$ cat src/rtl/usls_pkg.sv
// ============================================================================
// usls_pkg
// Shared types and constants for the UTF-8 sanitizing line splitter.
// ============================================================================
package usls_pkg;

    localparam int LINE_COUNT_WIDTH = 16;
    localparam int CMP_W            = (LINE_COUNT_WIDTH > 16) ? LINE_COUNT_WIDTH : 16;
    localparam int QUEUE_DEPTH      = 4;
    localparam int QPTR_W           = $clog2(QUEUE_DEPTH);
    localparam int QCNT_W           = $clog2(QUEUE_DEPTH + 1);

    localparam logic [15:0] LINE_LIMIT_RESET = 16'd200;

    typedef logic [LINE_COUNT_WIDTH-1:0] line_cnt_t;

    localparam line_cnt_t COUNT_MAX = '1;

    typedef enum logic [1:0] {
        KIND_TEXT   = 2'd0,
        KIND_EOL    = 2'd1,
        KIND_STATUS = 2'd2
    } kind_t;

    typedef enum logic [2:0] {
        PH_START,
        PH_FFFD,
        PH_CHAR,
        PH_END_BRK,
        PH_STATUS
    } phase_t;

    // One classified input byte: replacement chars first, then one char,
    // then end-of-buffer handling when last is set.
    typedef struct packed {
        logic [2:0]      fffd_cnt;
        logic [2:0]      chr_len;
        logic [3:0][7:0] chr_bytes;
        logic            chr_brk;
        logic            chr_cr;
        logic            chr_lf;
        logic            last;
        logic            nul;
    } job_t;

    typedef struct packed {
        kind_t       kind;
        logic [7:0]  text_byte;
        logic [15:0] line_number;
        logic        binary_seen;
        logic        lines_truncated;
    } result_t;

    function automatic logic [15:0] line_sat(input line_cnt_t v);
        logic [CMP_W-1:0] w;
        w = CMP_W'(v);
        if (w > CMP_W'(16'hFFFF)) begin
            return 16'hFFFF;
        end
        return w[15:0];
    endfunction

endpackage

$ cat src/rtl/utf8_sanitize_line_splitter_top.sv
// ============================================================================
// utf8_sanitize_line_splitter_top
// UTF-8 sanitizer and line splitter, one raw byte in, text/line/status out.
// ============================================================================
// A byte that yields at most one result is taken at one byte per cycle
// while the output is not stalled, so plain ASCII text streams at one
// byte per cycle; its result passes through the job queue into the
// output register. The output sequencer works in steps: three per U+FFFD
// replacement, one per byte of a valid character, one per break or
// swallowed LF, one per byte that only extends a held sequence, and two at
// buffer end (closing break, if any, and status). A byte that yields two
// or more results marks its final one with run_last in a flush step. A
// four-entry job queue lets the validator keep accepting bytes while the
// sequencer works through a replacement burst. The user must write the
// line limit through the cfg channel only while the block is idle; the
// block does not enforce this, and there is no clearing pass after reset.
module utf8_sanitize_line_splitter_top import usls_pkg::*; (
    input  logic        aclk,
    input  logic        aresetn,
    input  logic        s_valid,
    output logic        s_ready,
    input  logic [7:0]  s_byte_in,
    input  logic        s_last_in,
    input  logic        cfg_valid,
    output logic        cfg_ready,
    input  logic [15:0] cfg_line_limit,
    output logic        m_valid,
    input  logic        m_ready,
    output logic [1:0]  m_kind,
    output logic [7:0]  m_text_byte,
    output logic [15:0] m_line_number,
    output logic        m_binary_seen,
    output logic        m_lines_truncated,
    output logic        m_run_last
);

    logic q_full;
    logic q_push;
    job_t q_job;
    logic q_pop;
    logic q_head_valid;
    job_t q_head;

    assign cfg_ready = 1'b1;

    usls_front u_front (
        .aclk      (aclk),
        .aresetn   (aresetn),
        .s_valid   (s_valid),
        .s_ready   (s_ready),
        .s_byte_in (s_byte_in),
        .s_last_in (s_last_in),
        .q_full    (q_full),
        .q_push    (q_push),
        .q_job     (q_job)
    );

    usls_queue u_queue (
        .aclk       (aclk),
        .aresetn    (aresetn),
        .push       (q_push),
        .job_in     (q_job),
        .full       (q_full),
        .pop        (q_pop),
        .head_valid (q_head_valid),
        .head       (q_head)
    );

    usls_back u_back (
        .aclk              (aclk),
        .aresetn           (aresetn),
        .cfg_valid         (cfg_valid),
        .cfg_line_limit    (cfg_line_limit),
        .head_valid        (q_head_valid),
        .head              (q_head),
        .pop               (q_pop),
        .m_valid           (m_valid),
        .m_ready           (m_ready),
        .m_kind            (m_kind),
        .m_text_byte       (m_text_byte),
        .m_line_number     (m_line_number),
        .m_binary_seen     (m_binary_seen),
        .m_lines_truncated (m_lines_truncated),
        .m_run_last        (m_run_last)
    );

endmodule

$ cat src/rtl/usls_front.sv
// ============================================================================
// usls_front
// UTF-8 validator: holds partial sequences and turns each accepted byte
// into one job for the back sequencer.
// ============================================================================
module usls_front import usls_pkg::*; (
    input  logic       aclk,
    input  logic       aresetn,
    input  logic       s_valid,
    output logic       s_ready,
    input  logic [7:0] s_byte_in,
    input  logic       s_last_in,
    input  logic       q_full,
    output logic       q_push,
    output job_t       q_job
);

    localparam logic [7:0]  CH_LF   = 8'h0A;
    localparam logic [7:0]  CH_VT   = 8'h0B;
    localparam logic [7:0]  CH_FF   = 8'h0C;
    localparam logic [7:0]  CH_CR   = 8'h0D;
    localparam logic [7:0]  CH_FS   = 8'h1C;
    localparam logic [7:0]  CH_RS   = 8'h1E;
    localparam logic [7:0]  NEL_B0  = 8'hC2;
    localparam logic [7:0]  NEL_B1  = 8'h85;
    localparam logic [7:0]  LS_B0   = 8'hE2;
    localparam logic [7:0]  LS_B1   = 8'h80;
    localparam logic [7:0]  LS_B2   = 8'hA8;
    localparam logic [7:0]  PS_B2   = 8'hA9;
    localparam logic [10:0] CP_MIN2 = 11'h080;
    localparam logic [15:0] CP_MIN3 = 16'h0800;
    localparam logic [15:0] SURR_LO = 16'hD800;
    localparam logic [15:0] SURR_HI = 16'hDFFF;
    localparam logic [20:0] CP_MIN4 = 21'h010000;
    localparam logic [20:0] CP_MAX  = 21'h10FFFF;

    function automatic logic [2:0] lead_length(input logic [7:0] c);
        if (c[7] == 1'b0)            return 3'd1;
        if (c[7:5] == 3'b110)        return 3'd2;
        if (c[7:4] == 4'b1110)       return 3'd3;
        if (c[7:3] == 5'b11110)      return 3'd4;
        return 3'd0;
    endfunction

    logic [2:0][7:0] held_reg, held_next;
    logic [1:0]      hc_reg, hc_next;
    logic [2:0]      exp_reg, exp_next;

    logic            accept;
    logic            cont;
    logic            lead_now;
    logic            lead_fffd;
    logic            seq_ok;
    logic [2:0]      lead_len;
    logic [2:0]      pre_cnt;
    logic [3:0][7:0] seq;
    logic [10:0]     cp2;
    logic [15:0]     cp3;
    logic [20:0]     cp4;
    job_t            job;

    assign s_ready = !q_full;
    assign accept  = s_valid && s_ready;
    assign q_push  = accept;
    assign q_job   = job;

    always_comb begin
        cont      = (s_byte_in[7:6] == 2'b10);
        lead_len  = lead_length(s_byte_in);
        held_next = held_reg;
        hc_next   = hc_reg;
        exp_next  = exp_reg;
        pre_cnt   = 3'd0;
        lead_now  = 1'b0;
        lead_fffd = 1'b0;
        job       = '0;
        job.last  = s_last_in;
        job.nul   = (s_byte_in == 8'h00);

        seq[0] = held_reg[0];
        seq[1] = (exp_reg == 3'd2) ? s_byte_in : held_reg[1];
        seq[2] = (exp_reg == 3'd3) ? s_byte_in : held_reg[2];
        seq[3] = s_byte_in;
        cp2    = {seq[0][4:0], seq[1][5:0]};
        cp3    = {seq[0][3:0], seq[1][5:0], seq[2][5:0]};
        cp4    = {seq[0][2:0], seq[1][5:0], seq[2][5:0], seq[3][5:0]};
        case (exp_reg)
            3'd2:    seq_ok = (cp2 >= CP_MIN2);
            3'd3:    seq_ok = (cp3 >= CP_MIN3) && !((cp3 >= SURR_LO) && (cp3 <= SURR_HI));
            default: seq_ok = (cp4 >= CP_MIN4) && (cp4 <= CP_MAX);
        endcase

        if (hc_reg == 2'd0) begin
            lead_now = 1'b1;
        end else if (!cont) begin
            pre_cnt  = {1'b0, hc_reg};
            lead_now = 1'b1;
            hc_next  = 2'd0;
            exp_next = 3'd0;
        end else if (({1'b0, hc_reg} + 3'd1) < exp_reg) begin
            held_next[hc_reg] = s_byte_in;
            hc_next           = hc_reg + 2'd1;
        end else begin
            if (seq_ok) begin
                job.chr_len   = exp_reg;
                job.chr_bytes = seq;
            end else begin
                pre_cnt = exp_reg;
            end
            hc_next  = 2'd0;
            exp_next = 3'd0;
        end

        if (lead_now) begin
            case (lead_len)
                3'd0: begin
                    lead_fffd = 1'b1;
                end
                3'd1: begin
                    job.chr_len      = 3'd1;
                    job.chr_bytes[0] = s_byte_in;
                end
                default: begin
                    held_next[0] = s_byte_in;
                    hc_next      = 2'd1;
                    exp_next     = lead_len;
                end
            endcase
        end

        job.fffd_cnt = pre_cnt + {2'b00, lead_fffd};
        if (s_last_in) begin
            job.fffd_cnt = job.fffd_cnt + {1'b0, hc_next};
            hc_next      = 2'd0;
            exp_next     = 3'd0;
        end

        case (job.chr_len)
            3'd1: begin
                job.chr_brk = (job.chr_bytes[0] == CH_LF) || (job.chr_bytes[0] == CH_VT)
                           || (job.chr_bytes[0] == CH_FF) || (job.chr_bytes[0] == CH_CR)
                           || ((job.chr_bytes[0] >= CH_FS) && (job.chr_bytes[0] <= CH_RS));
                job.chr_cr  = (job.chr_bytes[0] == CH_CR);
                job.chr_lf  = (job.chr_bytes[0] == CH_LF);
            end
            3'd2: begin
                job.chr_brk = (job.chr_bytes[0] == NEL_B0) && (job.chr_bytes[1] == NEL_B1);
            end
            3'd3: begin
                job.chr_brk = (job.chr_bytes[0] == LS_B0) && (job.chr_bytes[1] == LS_B1)
                           && ((job.chr_bytes[2] == LS_B2) || (job.chr_bytes[2] == PS_B2));
            end
            default: begin
                job.chr_brk = 1'b0;
            end
        endcase
    end

    always_ff @(posedge aclk) begin
        if (!aresetn) begin
            hc_reg  <= 2'd0;
            exp_reg <= 3'd0;
        end else if (accept) begin
            hc_reg  <= hc_next;
            exp_reg <= exp_next;
        end
    end

    always_ff @(posedge aclk) begin
        if (accept) begin
            held_reg <= held_next;
        end
    end

endmodule

$ cat src/rtl/usls_queue.sv
// ============================================================================
// usls_queue
// Short job queue between the validator and the output sequencer.
// ============================================================================
module usls_queue import usls_pkg::*; (
    input  logic aclk,
    input  logic aresetn,
    input  logic push,
    input  job_t job_in,
    output logic full,
    input  logic pop,
    output logic head_valid,
    output job_t head
);

    job_t              mem_reg [QUEUE_DEPTH];
    logic [QPTR_W-1:0] wr_ptr_reg;
    logic [QPTR_W-1:0] rd_ptr_reg;
    logic [QCNT_W-1:0] cnt_reg;
    logic              do_pop;

    assign full       = (cnt_reg == QCNT_W'(QUEUE_DEPTH));
    assign head_valid = (cnt_reg != '0);
    assign head       = mem_reg[rd_ptr_reg];
    assign do_pop     = pop && head_valid;

    always_ff @(posedge aclk) begin
        if (!aresetn) begin
            wr_ptr_reg <= '0;
            rd_ptr_reg <= '0;
            cnt_reg    <= '0;
        end else begin
            if (push) begin
                wr_ptr_reg <= wr_ptr_reg + QPTR_W'(1);
            end
            if (do_pop) begin
                rd_ptr_reg <= rd_ptr_reg + QPTR_W'(1);
            end
            if (push && !do_pop) begin
                cnt_reg <= cnt_reg + QCNT_W'(1);
            end else if (!push && do_pop) begin
                cnt_reg <= cnt_reg - QCNT_W'(1);
            end
        end
    end

    always_ff @(posedge aclk) begin
        if (push) begin
            mem_reg[wr_ptr_reg] <= job_in;
        end
    end

endmodule

$ cat src/rtl/usls_back.sv
// ============================================================================
// usls_back
// Output sequencer: expands jobs into text, end-of-line and status
// transfers, tracks lines and drives the output register.
// ============================================================================
module usls_back import usls_pkg::*; (
    input  logic        aclk,
    input  logic        aresetn,
    input  logic        cfg_valid,
    input  logic [15:0] cfg_line_limit,
    input  logic        head_valid,
    input  job_t        head,
    output logic        pop,
    output logic        m_valid,
    input  logic        m_ready,
    output logic [1:0]  m_kind,
    output logic [7:0]  m_text_byte,
    output logic [15:0] m_line_number,
    output logic        m_binary_seen,
    output logic        m_lines_truncated,
    output logic        m_run_last
);

    localparam logic [7:0] REP_B0 = 8'hEF;
    localparam logic [7:0] REP_B1 = 8'hBF;
    localparam logic [7:0] REP_B2 = 8'hBD;

    phase_t      phase_reg, phase_next, eff_phase, after_char, after_fffd;
    logic [1:0]  bidx_reg, bidx_next;
    logic [2:0]  fcnt_reg, fcnt_next;
    line_cnt_t   cnt_reg, cnt_next;
    logic        swallow_reg, swallow_next;
    logic        at_start_reg, at_start_next;
    logic        nul_reg, nul_next;
    logic [15:0] line_limit_reg;

    result_t     pend_reg;
    logic        pend_valid_reg;
    logic        flush_reg;
    result_t     out_reg;
    logic        out_last_reg;
    logic        m_valid_reg;

    result_t     gen;
    logic        gen_valid;
    logic        step_final;
    logic        lt_max;
    logic        gt_max;
    line_cnt_t   cnt_inc;
    logic        do_push;
    result_t     push_res;
    logic        push_last;
    logic        out_space;
    logic        push_fire;
    logic        adv;
    logic [7:0]  rep_byte;

    assign lt_max  = CMP_W'(cnt_reg) < CMP_W'(line_limit_reg);
    assign gt_max  = CMP_W'(cnt_reg) > CMP_W'(line_limit_reg);
    assign cnt_inc = (cnt_reg != COUNT_MAX) ? cnt_reg + LINE_COUNT_WIDTH'(1) : cnt_reg;

    always_comb begin
        case (bidx_reg)
            2'd0:    rep_byte = REP_B0;
            2'd1:    rep_byte = REP_B1;
            default: rep_byte = REP_B2;
        endcase
    end

    always_comb begin
        after_char = head.last ? PH_END_BRK : PH_START;
        after_fffd = (head.chr_len != 3'd0) ? PH_CHAR : after_char;
        if (phase_reg != PH_START) begin
            eff_phase = phase_reg;
        end else if (head.fffd_cnt != 3'd0) begin
            eff_phase = PH_FFFD;
        end else begin
            eff_phase = after_fffd;
        end

        phase_next       = eff_phase;
        bidx_next        = bidx_reg;
        fcnt_next        = fcnt_reg;
        cnt_next         = cnt_reg;
        swallow_next     = swallow_reg;
        at_start_next    = at_start_reg;
        nul_next         = nul_reg | head.nul;
        gen              = '0;
        gen.kind         = KIND_TEXT;
        gen.line_number  = line_sat(cnt_reg);
        gen_valid        = 1'b0;

        case (eff_phase)
            PH_FFFD: begin
                gen_valid     = lt_max;
                gen.text_byte = rep_byte;
                swallow_next  = 1'b0;
                at_start_next = 1'b0;
                if (bidx_reg == 2'd2) begin
                    bidx_next = 2'd0;
                    fcnt_next = fcnt_reg + 3'd1;
                    if ((fcnt_reg + 3'd1) == head.fffd_cnt) begin
                        fcnt_next  = 3'd0;
                        phase_next = after_fffd;
                    end
                end else begin
                    bidx_next = bidx_reg + 2'd1;
                end
            end
            PH_CHAR: begin
                if (head.chr_lf && swallow_reg) begin
                    swallow_next = 1'b0;
                    phase_next   = after_char;
                end else if (head.chr_brk) begin
                    gen_valid     = lt_max;
                    gen.kind      = KIND_EOL;
                    cnt_next      = cnt_inc;
                    at_start_next = 1'b1;
                    swallow_next  = head.chr_cr;
                    phase_next    = after_char;
                end else begin
                    gen_valid     = lt_max;
                    gen.text_byte = head.chr_bytes[bidx_reg];
                    swallow_next  = 1'b0;
                    at_start_next = 1'b0;
                    if (({1'b0, bidx_reg} + 3'd1) == head.chr_len) begin
                        bidx_next  = 2'd0;
                        phase_next = after_char;
                    end else begin
                        bidx_next = bidx_reg + 2'd1;
                    end
                end
            end
            PH_END_BRK: begin
                if (!at_start_reg) begin
                    gen_valid = lt_max;
                    gen.kind  = KIND_EOL;
                    cnt_next  = cnt_inc;
                end
                phase_next = PH_STATUS;
            end
            PH_STATUS: begin
                gen_valid           = 1'b1;
                gen.kind            = KIND_STATUS;
                gen.binary_seen     = nul_reg | head.nul;
                gen.lines_truncated = gt_max;
                cnt_next            = '0;
                swallow_next        = 1'b0;
                at_start_next       = 1'b0;
                nul_next            = 1'b0;
                phase_next          = PH_START;
            end
            default: begin
                phase_next = PH_START;
            end
        endcase

        step_final = (phase_next == PH_START);
    end

    assign out_space = !m_valid_reg || m_ready;

    always_comb begin
        do_push   = 1'b0;
        push_res  = pend_reg;
        push_last = 1'b0;
        adv       = 1'b0;
        if (flush_reg) begin
            do_push   = 1'b1;
            push_last = 1'b1;
        end else if (head_valid) begin
            if (gen_valid && pend_valid_reg) begin
                do_push = 1'b1;
            end else if (gen_valid && step_final) begin
                do_push   = 1'b1;
                push_res  = gen;
                push_last = 1'b1;
            end else if (pend_valid_reg && step_final) begin
                do_push   = 1'b1;
                push_last = 1'b1;
            end
            adv = !do_push || out_space;
        end
    end

    assign push_fire = do_push && out_space;
    assign pop       = adv && step_final;

    always_ff @(posedge aclk) begin
        if (!aresetn) begin
            phase_reg <= PH_START;
        end else if (adv) begin
            phase_reg <= phase_next;
        end
    end

    always_ff @(posedge aclk) begin
        if (!aresetn) begin
            bidx_reg       <= 2'd0;
            fcnt_reg       <= 3'd0;
            cnt_reg        <= '0;
            swallow_reg    <= 1'b0;
            at_start_reg   <= 1'b0;
            nul_reg        <= 1'b0;
            pend_valid_reg <= 1'b0;
            flush_reg      <= 1'b0;
            m_valid_reg    <= 1'b0;
            line_limit_reg <= LINE_LIMIT_RESET;
        end else begin
            if (cfg_valid) begin
                line_limit_reg <= cfg_line_limit;
            end
            if (flush_reg && out_space) begin
                flush_reg      <= 1'b0;
                pend_valid_reg <= 1'b0;
            end
            if (adv) begin
                bidx_reg     <= bidx_next;
                fcnt_reg     <= fcnt_next;
                cnt_reg      <= cnt_next;
                swallow_reg  <= swallow_next;
                at_start_reg <= at_start_next;
                nul_reg      <= nul_next;
                if (gen_valid) begin
                    if (pend_valid_reg) begin
                        flush_reg <= step_final;
                    end else if (!step_final) begin
                        pend_valid_reg <= 1'b1;
                    end
                end else if (step_final) begin
                    pend_valid_reg <= 1'b0;
                end
            end
            if (push_fire) begin
                m_valid_reg <= 1'b1;
            end else if (m_ready) begin
                m_valid_reg <= 1'b0;
            end
        end
    end

    always_ff @(posedge aclk) begin
        if (adv && gen_valid) begin
            pend_reg <= gen;
        end
        if (push_fire) begin
            out_reg      <= push_res;
            out_last_reg <= push_last;
        end
    end

    assign m_valid           = m_valid_reg;
    assign m_kind            = out_reg.kind;
    assign m_text_byte       = out_reg.text_byte;
    assign m_line_number     = out_reg.line_number;
    assign m_binary_seen     = out_reg.binary_seen;
    assign m_lines_truncated = out_reg.lines_truncated;
    assign m_run_last        = out_last_reg;

endmodule

$ cat config.mk
export PLATFORM = sky130hd
export DESIGN_NAME = utf8_sanitize_line_splitter_top
export DESIGN_NICKNAME = d
export VERILOG_FILES = /design/src/rtl/usls_pkg.sv /design/src/rtl/utf8_sanitize_line_splitter_top.sv /design/src/rtl/usls_front.sv /design/src/rtl/usls_queue.sv /design/src/rtl/usls_back.sv
export SDC_FILE = /design/constraint.sdc
export NUM_CORES = 1
export LEC_CHECK = 0
export ABC_CLOCK_PERIOD_IN_PS = 6090
export BUFFER_PORTS_ARGS = -buffer_cell sky130_fd_sc_hd__buf_4
export CORE_MARGIN = 1.5
export CORE_UTILIZATION = 55
export DETAILED_ROUTE_END_ITERATION = 7
export PLACE_DENSITY = 0.78
export SLEW_MARGIN = 25
export SYNTH_ARGS = -nofsm -noshare
export SYNTH_HDL_FRONTEND = slang
export SYNTH_SLANG_ARGS = --single-unit
$ cat constraint.sdc
create_clock -name aclk -period 6.09 [get_ports aclk]
set_clock_uncertainty 0.1 [all_clocks]
set_input_delay 0.609 -clock aclk [delete_from_list [all_inputs] [get_ports aclk]]
set_output_delay 0.609 -clock aclk [all_outputs]
set_load 0.005 [all_outputs]
---- After elaboration in Yosys (flattened, before gate mapping) ----
Memory sizes are Yosys's and may differ from the RTL's. A register that Yosys moved wholly into a read port is not among the register bits.
Index checks and enable logic that the tools add are counted.
Widths: inputs -> output; s select.
storage, ports and cells
  register bits ........................... 139
  memories kept ........................... 1
  ROM bits ................................ 0
  RAM bits ................................ 172
  output and inout bits ................... 32
  latch bits .............................. 0
  input port bits ......................... 30
memories
  name             depth  bits a word  rd ports  clocked after memory_dff  write ports  RTL line          source
  u_queue.mem_reg  4      43           1         1                         1            usls_queue.sv:16  job_t mem_reg [QUEUE_DEPTH];
cells by class
  equal/unequal tests ..................... 34
  bitwise operators ....................... 2
  $mul .................................... 0
  div/mod/pow operators ................... 0
  muxes and demuxes ....................... 136
  $lt $le $gt $ge ......................... 15
  add/subtract/negate cells ............... 12
  shift operators ......................... 0
  reduce and logical (&&, ||, !) cells .... 55
operators by type and width
  cell                   number
  $mux 35                4
  $mux 28                4
  $mux 16                6
  $mux 3                 32
  $mux 8                 12
  $eq 8x8->1 const B     6
  $mux 1                 48
  $pmux 16 s3            1
  $eq 8x4->1 const B     4
  $mux 2                 15
  $bwmux 24              1
  $ge 21x17->1 const B   1
  $le 21x21->1 const B   1
  $logic_and 1x1->1      20
  $eq 3x2->1 const B     6
  $add 16x1->16 const B  1
  $bmux 8 s2             1
  $demux 8 s2            1
  $ge 16x12->1 const B   1
  $ge 16x16->1 const B   1
  $gt 16x16->1           1
  $gt 16x16->1 const B   1
  $le 16x16->1 const B   1
  $lt 16x16->1           1
  other kinds (44)       84

---- Depth between registers and ports, before layout ----
  depth in word-level cells ............... 24
  gate-level depth with buffers ........... 17
  depth with buffers taken out ............ 16

---- Modules after synthesis ----
Synthesis repeated with hierarchy kept, for this count alone.
second synthesis, totals
  cell total of the unflattened synthesis .. 997
  area, all modules ....................... 14,256.2 um^2
modules (own cells, without submodules)
  module                           sequential area each (um^2)  cells an instance  instances  area each (um^2)
  usls_queue                       5,345.1                      268                1          6,736.5
  usls_back                        2,632.5                      477                1          5,303.8
  usls_front                       820.8                        250                1          2,204.6
  utf8_sanitize_line_splitter_top  0.0                          2                  1          11.3

---- Worst setup path after synthesis ----
OpenSTA, ideal clock, no wires.
  kind .................................... reg-to-reg
  from .................................... register u_back.line_limit_reg[10]
  to ...................................... register u_back.out_reg (netlist bit u_back.m_binary_seen), enable pin
  clock period less this slack ............ 4,561 ps
  library setup time ...................... 415 ps
  arrival ................................. 4,046 ps
  setup slack ............................. 1,529 ps
  stages on the path, launching flop included .. 12
  cell sequence ........................... dfxtp_1 > inv_1 > ha_1 > and3_1 > a221o_1 > a221o_1 > or3_1 > a2111o_1 > o21ai_0 > maj3_4 > a21oi_1 > nor2_1
between the ends
  longest elaborated chain between the ends .. 11
  elaborated cells on any way between the ends .. 13
  those cells by class .................... order compare (1); mux (9); reduce/logical (3)
RTL lines
  item                       RTL line                            source
  start, declared            usls_back.sv:35                     logic [15:0] line_limit_reg;
  start signal, assigned     usls_back.sv:211                    line_limit_reg <= cfg_line_limit;
  $lt 16x16->1 *             usls_back.sv:58                     assign lt_max = CMP_W'(cnt_reg) < CMP_W'(line_limit_reg);
  $mux 1 (on tied branches)  usls_back.sv:135, usls_back.sv:111
  $pmux 1 s4 *               usls_back.sv:93                     case (eff_phase)
  $logic_and 1x1->1          usls_back.sv:174                    end else if (gen_valid && step_final) begin
  $mux 1                     usls_back.sv:174
  $mux 1 *                   usls_back.sv:172                    if (gen_valid && pend_valid_reg) begin
  $mux 1 *                   usls_back.sv:171                    end else if (head_valid) begin
  $mux 1 *                   usls_back.sv:168                    if (flush_reg) begin
  $mux 1 *                   usls_back.sv:171
  $mux 1 *                   usls_back.sv:168
  $logic_and 1x1->1 *        usls_back.sv:186                    assign push_fire = do_push && out_space;
  net u_back.push_fire       usls_back.sv:54                     logic push_fire;
  end signal, assigned       usls_back.sv:247                    out_reg <= push_res;
  end, declared              usls_back.sv:40                     result_t out_reg;
The timed path passes the listed nets; every way through them passes the cells marked *. The select of a mux whose other input is x is not followed.
A chain may end at the register's enable or synchronous reset.

---- Worst setup path after layout ----
  from .................................... register u_back.cnt_reg[11]
  to ...................................... register u_queue.cnt_reg[2]
between the ends
  longest elaborated chain between the ends .. 17
  elaborated cells on any way between the ends .. 21
  those cells by class .................... order compare (1); mux (10); reduce/logical (10)
RTL lines
  item                                                RTL line                            source
  start, declared                                     usls_back.sv:31                     line_cnt_t cnt_reg, cnt_next;
  start signal, assigned                              usls_back.sv:220                    cnt_reg <= cnt_next;
  $lt 16x16->1 *                                      usls_back.sv:58
  $mux 1 (on tied branches)                           usls_back.sv:135, usls_back.sv:111
  $pmux 1 s4 *                                        usls_back.sv:93
  $logic_and 1x1->1                                   usls_back.sv:174
  $mux 1                                              usls_back.sv:174
  $mux 1 *                                            usls_back.sv:172
  $mux 1 *                                            usls_back.sv:171
  $mux 1 *                                            usls_back.sv:168
  $logic_not 1->1 *                                   usls_back.sv:182                    adv = !do_push || out_space;
  $logic_or 1x1->1 *                                  usls_back.sv:182
  $mux 1 *                                            usls_back.sv:171
  $mux 1 *                                            usls_back.sv:168
  $logic_and 1x1->1 *                                 usls_back.sv:187                    assign pop = adv && step_final;
  $logic_and 1x1->1 *                                 usls_queue.sv:25                    assign do_pop = pop && head_valid;
  $logic_not 1->1                                     usls_queue.sv:39                    if (push && !do_pop) begin
  $logic_and 1x1->1                                   usls_queue.sv:39
  $mux 3 / $reduce_bool 2->1 (equally long branches)  --
  end signal, assigned                                usls_queue.sv:40                    cnt_reg <= cnt_reg + QCNT_W'(1);
  end signal, assigned                                usls_queue.sv:42                    cnt_reg <= cnt_reg - QCNT_W'(1);
  end, declared                                       usls_queue.sv:19                    logic [QCNT_W-1:0] cnt_reg;
Every way passes the cells marked *; elsewhere a longest branch is shown, timed or not. The select of a mux whose other input is x is not followed.

==> run metrics <==
status complete, no violations; Crit path largest cell delay around 0.51 ns; layout cells sized above 1 roughly a fifth; max-cap violation count 0; ys async rst share 0%; Post-synth top cells 253 x edfxtp_1, 96 x nand2_1, 67 x nor2_1; fmax 217 MHz; I/O pins 62; Crit. End Element flip-flop; R2R depth 14; Vias roughly 9300; LEAKAGE roughly 5.7 nW; number of flip-flops under the largest register name roughly 170; initial drt markers approximately 980; Final period util between 70% and 80%; Final #Nets approximately 1200; Syn Inst Count 1083; crit path kind flip-flop to flip-flop; count leader, synth edfxtp_1; Seq cells post-synth between 300 and 400; Final Critical Period ~4.6 ns; clock buffer count from CTS 30; Area Growth Syn to Fin 12.1%; Placement Setup Slack ~1.6 ns; reg-to-reg slack, setup roughly 1.5 ns; port bufs 60; Switch Pwr between 0.002 and 0.0025 W; RR Endpoint u_queue.cnt_reg[2]$_SDFFE_PN0P_; slew margin rel. around 30%; Switching Fraction between 30 and 40%; worst hold path depth 3; die area between 20000 and 30000 µm²; clk_lat worst skew 0.55 ns; total grt overflow 0; Die Span Y about 170 µm; initial antenna violation count 0; Final ANT Viol Nets 0; Global Route Usage Sum about a quarter; startpoint types flip-flop; final hold vios 0; Mapped Area approximately 14000 µm²; Clock transition at path regs around 0.06 ns; Yosys top cell by area edfxtp_1; post-synth top area share 52.5%; CP arrival approximately 5 ns; wirelength, routed 31400 µm; WP data required around 6.5 ns; Min-Delay Endpoint u_back.line_limit_reg[3]$_SDFFE_PN1P_; pwr/cell area roughly 420 nW/µm²; first-pass GRT wire length slightly below 50000 µm; CP max FO 9; vias per cell just over 6; slowest library cell on the worst path a2111oi_1; fin util between 60 and 70%; Residual DRC 0; H-tree lvl count 1; post-synth cell types 86; fillers 1914; EDFF count, synth between 200 and 300; CTS Buffer Depth 3; GP Congestion 0.905; hold buffer count at CTS 0; Slew Limit Fails 0; n_diodes 0; setup ws final approximately 1.5 ns; worst-path cell chain ha_1 -> and3_1 -> a221o_1 -> a221o_1 -> or3_1 -> a2111oi_1 -> a211oi_1 -> o211ai_1 -> ha_1 -> inv_1 -> fa_1 -> xor2_1 -> or3_1 -> a21oi_1; actual slew at the worst max-slew pin approximately 1.0 ns; share of power burned in registers between 40% and 50%; r2r startpoint u_back.cnt_reg[11]$_SDFFE_PN0P_; Combinational Power Share approximately 28%; vias in the first global route roughly 9000; PostCTS Resize Cnt 0; setup TNS 0 ns; clk root buf clkbuf_16; clock sink count around 310; syn_area_per_cell about 13 µm²; CTS tree done; synth warn 0; RSZ-0062 raised after global routing no; post-route cell area ~16000 µm²; wire per inst around 21 µm; Worst Min Path Start cfg_line_limit[3]; core area between 20000 and 30000 µm²; # setup viols final 0; Worst setup startpoint u_back.cnt_reg[11]$_SDFFE_PN0P_; maximum number of pins on one net before global-route repair between 40 and 50; initial core utilization 55.8%; Synth Flop Type edfxtp_1; dpl hpwl just over 20000 µm; Worst Hold Class input pin to flip-flop; iteration count of the initial detailed-routing pass 7; Area contributors post-synth edfxtp_1 53%, dfxtp_1 8.3%, mux4_2 7.6%; register area share after synthesis between 60% and 70%; maximum VDD drop ~0.00030 V; Clock power frac between 20 and 30%; Post-CTS Setup Bufs 0; Placed Area 15200 µm²; internal power 0.00469 W; die width 165 µm; site row count between 50 and 60
per-layer routing:
metal / vias to the layer above / track usage, % / share of wire [%]
met2: 352 / 39.3 / 48
met3: 67 / 3.20 / 6.2
li1: 4261 / - / -
met1: 4607 / 32.6 / 43
met4: 0 / 6.18 / 2.6
met5: - / 0 / 0
metrics by stage:
| step | hold slack [ns] | cells | power (W) |
|---|---|---|---|
| floorplan | 0.338 | 1086 | 0.00428 |
| global placement | 0.349 | 1438 | 0.00489 |
| detailed placement | 0.361 | 1439 | 0.00495 |
| CTS | 0.163 | 1495 | 0.00681 |
| global route | 0.177 | 1495 | 0.00709 |
| finish | 0.181 | 1495 | 0.00675 |
cells by family (layout without fill, tap and decap cells):
logic type / Yosys count / in the layout / synth area share (%)
other cells: 2 / 5 / 0.0519
flops: 313 / 313 / 60.8
compound gates: 195 / 195 / 9.19
mux: 105 / 105 / 11.7
simple gates: 301 / 301 / 10.4
buf+inv: 110 / 184 / 3.09
xor+xnor: 15 / 15 / 0.908
fa+ha+maj: 42 / 42 / 3.74
worst max-delay path: cells and delay by family (launching register included):
kind | cells | cell delay, ns
XOR/XNOR | 1 | 0.17
AO/OA/AOI/OAI | 6 | 1.86
AND/OR/NAND/NOR | 3 | 0.85
adder cells (fa/ha/maj) | 3 | 0.98
buffers and inverters | 1 | 0.07
flip-flops | 1 | 0.50
power groups by stage:
stage	combinational [W]	sequential [W]	clock, W
final	0.00186	0.00304	0.00185
after CTS	0.00188	0.00304	0.00188
after floorplan	0.00127	0.00301	0
after global routing	0.00204	0.00308	0.00196
after detailed placement	0.00187	0.00308	0
after global placement	0.00183	0.00306	0
cells in the final DEF, fill, tap and decap left out, types with 17 or more instances in the layout:
| cell type | count |
|---|---|
| a21oi_1 | 59 |
| buf_4 | 74 |
| clkbuf_16 | 31 |
| dfxtp_1 | 58 |
| edfxtp_1 | 253 |
| ha_1 | 38 |
| inv_1 | 50 |
| mux2_2 | 28 |
| mux2i_1 | 28 |
| mux4_2 | 49 |
| nand2_1 | 96 |
| nor2_1 | 65 |
| nor3_1 | 18 |
| o21ai_0 | 27 |
| o22ai_1 | 17 |
layout make-up:
cell class                      count  area (µm²)  area share (%)
Clock buffer                       48         930            5.73
Clock inverter                      8        65.1           0.401
Inverter                           54         203            1.25
Multi-Input combinational cell    663        5240            32.3
Sequential cell                   313        8800            54.3
Tap cell                          335         419            2.59
Timing Repair Buffer               74         556            3.43
worst max path at each step:
stage	end	slack (ns)	cells after the start
floorplan	u_back.m_binary_seen$_DFFE_PP_	1.53	11
global placement	u_back.cnt_reg[13]$_SDFFE_PN0P_	1.59	8
detailed placement	u_queue.cnt_reg[2]$_SDFFE_PN0P_	1.56	14
CTS	u_queue.cnt_reg[2]$_SDFFE_PN0P_	1.52	14
global route	u_queue.cnt_reg[2]$_SDFFE_PN0P_	1.18	12
finish	u_queue.cnt_reg[2]$_SDFFE_PN0P_	1.48	14
Power figures use the tool's default switching activity.
